## config.mk

```make
export PLATFORM = sky130hd
export DESIGN_NAME = plt_cell
export DESIGN_NICKNAME = d
export VERILOG_FILES = /design/src/rtl/core/plt_pkg.sv /design/src/rtl/core/plt_cell.sv
export SDC_FILE = /design/constraint.sdc
export NUM_CORES = 1
export LEC_CHECK = 0
export BUFFER_PORTS_ARGS = -buffer_cell sky130_fd_sc_hd__clkbuf_2
export CAP_MARGIN = 20
export CORE_AREA = 2 2 86 88
export CTS_BUF_LIST = sky130_fd_sc_hd__clkbuf_8 sky130_fd_sc_hd__clkbuf_16
export DETAILED_ROUTE_END_ITERATION = 16
export DIE_AREA = 0 0 88 90
export PLACE_DENSITY = 0.7
export RECOVER_POWER = 25
export SETUP_SLACK_MARGIN = 0.02
export SLEW_MARGIN = 20
export SYNTH_ARGS = -nofsm -noshare
export SYNTH_HDL_FRONTEND = slang
export SYNTH_SLANG_ARGS = --single-unit
```

## constraint.sdc

```tcl
create_clock -name clk -period 2.25 [get_ports clk]
set_input_delay 0.1125 -clock clk [delete_from_list [all_inputs] [get_ports clk]]
set_output_delay 0.1125 -clock clk [all_outputs]
set_load 0.01 [all_outputs]
```

## src/rtl/core/plt_pkg.sv

```systemverilog
// Shared types, codes and defaults for the positional list insert/delete unit.
`timescale 1ns / 1ps
package plt_pkg;

  // Default sizing handed to the top-level parameters
  localparam int unsigned DEPTH_DEF      = 128;
  localparam int unsigned DATA_WIDTH_DEF = 32;

  // Fixed field widths of the request and result items
  localparam int unsigned FUNC_W   = 2;
  localparam int unsigned POS_W    = 8;
  localparam int unsigned ITEM_W   = 32;
  localparam int unsigned STATUS_W = 2;
  localparam int unsigned LEN_W    = 8;

  // Operation codes
  localparam logic [FUNC_W-1:0] FUNC_READ   = 2'd0;
  localparam logic [FUNC_W-1:0] FUNC_INSERT = 2'd1;
  localparam logic [FUNC_W-1:0] FUNC_DELETE = 2'd2;

  // Status codes
  localparam logic [STATUS_W-1:0] ST_OK    = 2'd0;
  localparam logic [STATUS_W-1:0] ST_RANGE = 2'd1;
  localparam logic [STATUS_W-1:0] ST_FULL  = 2'd2;

  // Per-cycle command broadcast to every cell of the chain
  typedef struct packed {
    logic             ins;   // shift up from pidx, load new value at pidx
    logic             del;   // shift down from pidx
    logic             rd;    // drive the entry at pidx onto the read bus
    logic [POS_W-1:0] pidx;  // zero-based position
  } plt_ctrl_t;

endpackage

```

## src/rtl/core/plt_cell.sv

```systemverilog
// One storage cell of the list chain: holds one entry and trades with its neighbors.
`timescale 1ns / 1ps
module plt_cell #(
  parameter int unsigned DATA_WIDTH = plt_pkg::DATA_WIDTH_DEF,
  parameter int unsigned INDEX      = 0
) (
  input  logic                  clk,
  input  plt_pkg::plt_ctrl_t    ctrl,
  input  logic [DATA_WIDTH-1:0] ins_val,
  input  logic [DATA_WIDTH-1:0] lower_q,
  input  logic [DATA_WIDTH-1:0] upper_q,
  output logic [DATA_WIDTH-1:0] q,
  output logic [DATA_WIDTH-1:0] rd_q
);

  logic [DATA_WIDTH-1:0] q_r;
  logic [DATA_WIDTH-1:0] q_nxt;
  logic [31:0]           pidx_ext;
  logic                  at_pos;
  logic                  above_pos;

  assign pidx_ext  = {{(32 - plt_pkg::POS_W){1'b0}}, ctrl.pidx};
  assign at_pos    = (pidx_ext == 32'(INDEX));
  assign above_pos = (32'(INDEX) > pidx_ext);

  // Pick the next entry: new value, lower neighbor, upper neighbor or hold
  always_comb begin
    q_nxt = q_r;
    if (ctrl.ins) begin
      if (at_pos) begin
        q_nxt = ins_val;
      end else if (above_pos) begin
        q_nxt = lower_q;
      end
    end else if (ctrl.del) begin
      if (at_pos || above_pos) begin
        q_nxt = upper_q;
      end
    end
  end

  always_ff @(posedge clk) begin
    q_r <= q_nxt;
  end

  assign q    = q_r;
  // Gate the entry onto the shared read bus only when addressed
  assign rd_q = (ctrl.rd && at_pos) ? q_r : '0;

endmodule

```

# Word-level counts from Yosys, hierarchy flattened
# Index checks and enable logic that the tools add are counted.
# W data, S select, Z words.
# totals
wordCells	15
ff_bits	32
# op_classes
order_cmp	1
n_mux	6
eq_ne	1
reduce_logical	6
# ops
operator	count
$mux W32	6
$logic_not A32 Y1	1
$gt A1 B8 Y1 const A	1
$reduce_bool A2 Y1	2
$ne A3 B1 Y1 const B	1
$reduce_and A3 Y1	1
$logic_and A1 B1 Y1	1
$logic_or A1 B1 Y1	1

# Logic depth before layout (Yosys ltp)
# logic_depth
word_depth	5
depth_mapped	4
ltp_nobuf	3

# Least setup slack after synthesis
# Ideal clock, no wire load.
# synth_path
path_kind	input to register
startpoint	input port ctrl[7] in the netlist's numbering
endpoint	register q_r[0] (netlist: q[0]) (enable)
path_buffers	1
setup_ns	0.391
arrival_ns	1.778
path_stages	4
slack_ns	0.081
path_cell_list	or4_4 > nor2_8 > buf_6 > o21a_1
# synth_via
elab_chain_cells	4
# synth_lines
item	line_no	source
from (decl)	plt_cell.sv:8	input plt_pkg::plt_ctrl_t ctrl,
$gt A1 B8 Y1 or $logic_not A32 Y1 (tied branches)	plt_cell.sv:24, plt_cell.sv:23	
$logic_or A1 B1 Y1	plt_cell.sv:36	if (at_pos || above_pos) begin
$reduce_bool A2 Y1 (no line)	n/a	
$reduce_and A3 Y1 (no line) *	n/a	
to (signal assigned)	plt_cell.sv:43	q_r <= q_nxt;
to (decl)	plt_cell.sv:16	logic [DATA_WIDTH-1:0] q_r;
# Every way passes the cells marked *; elsewhere a longest branch is shown, timed or not.
# A chain may end at the register's enable or synchronous reset.

# Final worst setup path
# layout_path
startpoint	input port ctrl[7] in the netlist's numbering
endpoint	output port rd_q[31]
# layout_via
elab_chain_cells	3
# layout_lines
item	line_no	source
$logic_not A32 Y1	plt_cell.sv:23	assign at_pos = (pidx_ext == 32'(INDEX));
$logic_and A1 B1 Y1	plt_cell.sv:48	assign rd_q = (ctrl.rd && at_pos) ? q_r : '0;
$mux W32	plt_cell.sv:48	
to (decl)	plt_cell.sv:13	output logic [DATA_WIDTH-1:0] rd_q
# Every way passes these cells.

==> results_dict.tcl <==
set metrics [dict create \
    synth_fa_ha_area_share_pct 0 \
    regArea_um2 961 \
    setup_violations 0 \
    cts_setup_buffers 0 \
    htreeDepth 2 \
    synth_top_family_by_area "simple AND/OR/NAND/NOR gates" \
    crit_path_start_kind "primary input" \
    finalCritPeriodShare_pct 76.0 \
    grt_usage_pct 17.4 \
    grt_first_pass_wirelength_mm 10.7 \
    drv_cap 0 \
    ys_seq_area_share_pct 47.5 \
    cts.sinks 32 \
    die_h_um 90 \
    synthMuxAreaShare_pct 0 \
    min_delay_path_depth 3 \
    clk_path_buf_depth 2 \
    synth_nets 331 \
    synth.distinct_cells 15 \
    cts_root_buf "clkbuf_8" \
    power.density_mw_per_mm2 435 \
    yosys_warnings 0 \
    cts_tree "yes" \
    io_pins 172 \
    max_freq_ghz 0.585 \
    wl_mm 7.32 \
    cp_data_required_time_ns 2.14 \
    initial_core_util_pct 28.8 \
    worstSetupPathType "primary input to output port" \
    drv_slew 0 \
    io_buffers 171 \
    cp_max_fo 32 \
    detail-route-antenna-nets 0 \
    vias 2376 \
    finalPower_mw 1.31 \
    critPathLaunch "ctrl[7]" \
    diodes 0 \
    dr.pass1.iters 4 \
    hold_path.class "primary input to flip-flop" \
    tightest_slew_ns 0.471 \
    core_area_mm2 0.00702 \
    nFillCells 735 \
    netlist_area_mm2 0.00202 \
    drt-initial-drc-count 90 \
    synth_seq_cells 32 \
    synth_xor_xnor_area_share_pct 0 \
    min-delay-start "upper_q[26]" \
    gr-total-overflow 0 \
    antenna_found_initial 0 \
    endpoint_kind "output port" \
    hold_viol_final 0 \
    layout_commonest_cell "clkbuf_2" \
    drive_above_1_share_pct 41.5 \
    cts_resized 0 \
    place_congestion 0.916 \
    syn_inst 223 \
    min_to "q[26]" \
    synth-compound-area-share_pct 18.2 \
    num-nets-final 493 \
    syn2layout_area_growth_pct 48.4 \
    largest_register_ffs 32 \
    grt_pass1_vias 2249 \
    max-vdd-ir-drop_mv 0.195 \
    die_w_um 88 \
    path_clk_slew_ns 0.07 \
    drc 0 \
    rsz0062_at_grt "false" \
    synth_area_per_cell_um2 9.07 \
    status "complete, no violations" \
    die-area_mm2 0.00792 \
    viasPerCell 4.90 \
    setup_tns_ns 0 \
    p_leak_nw 1.39 \
    multiInputGateArea_um2 933 \
    post_drt_wl_per_cell_um 15.1 \
    crit_arrival_ns 1.60 \
    core.rowCount 31 \
    grt_max_degree 65 \
    cts_hold_buffers 0 \
    utilization_pct 42.8 \
    post-dp-hpwl_mm 5.55 \
    synth_simple_gate_area_share_pct 27.1 \
    period_minus_slack_ns 1.71 \
    slew_headroom_pct 68.6 \
    cts_buffers 5 \
]
[final cells by class]
type	instances	area share, %
timing repair buffer	180	29.8
clock inverter	3	0.667
multi-input combinational	166	31.1
sequential	32	32.0
tap	99	4.13
clock buffer	5	2.29
[synth_stat cells]
cell	instances	area [µm²]
buf_6	5	56.3
nor2_1	32	120
buf_4	1	7.51
and3_1	32	200
or4_4	2	22.5
edfxtp_1	32	961
nor4_2	2	25.0
clkbuf_1	10	37.5
o21ai_0	16	80.1
buf_2	9	45.0
a31oi_1	32	200
o21ai_1	16	80.1
o21a_1	1	7.51
nand3_1	32	160
nor2_8	1	20.0
[worst max-delay path by stage]
stage | end | slack, ns | cells past startpoint
3_3_place_gp | q[11] | 0.57 | 5
3_5_place_dp | q[11] | 0.54 | 5
6_report | rd_q[31] | 0.54 | 6
2_1_floorplan | q[0] | 0.08 | 4
4_1_cts | rd_q[31] | 0.55 | 6
5_1_grt | rd_q[31] | 0.47 | 6
[where the power goes]
part / leakage [nW] / switching, mW / internal [mW]
clock network: 0.0455 / 0.213 / 0.215
logic: 1.05 / 0.109 / 0.107
registers: 0.298 / 0.000917 / 0.662
total: 1.39 / 0.322 / 0.984
[critical path, cell delays in order]
cell	delay, ns
clkbuf_2	0.11
or4_4	0.58
nor2_8	0.13
buf_4	0.29
and3_1	0.23
clkbuf_2	0.14
[routing by layer]
metal | vias to the layer above | part of all wire, % | track usage, %
met5 | - | 0 | 0
met4 | 0 | 0.70 | 5.51
met3 | 4 | 7.8 | 3.21
met2 | 122 | 50 | 29.7
met1 | 1079 | 41 | 21.7
li1 | 1171 | - | -
[stage by stage]
step	hold WS, ns	instances	cell area (µm²)	setup WS (ns)
2_1_floorplan	0.362	223	2020	0.0810
3_3_place_gp	0.454	477	2950	0.574
3_5_place_dp	0.465	477	2950	0.543
4_1_cts	0.167	485	3040	0.546
5_1_grt	0.172	485	3000	0.471
6_report	0.180	485	3000	0.540
[kinds of logic after synthesis]
logic type,Yosys count
and+or+nand+nor,101
DFF,32
buffers and inverters,25
AOI/OAI and AO/OA,65
(Power assumes the default switching activity.)
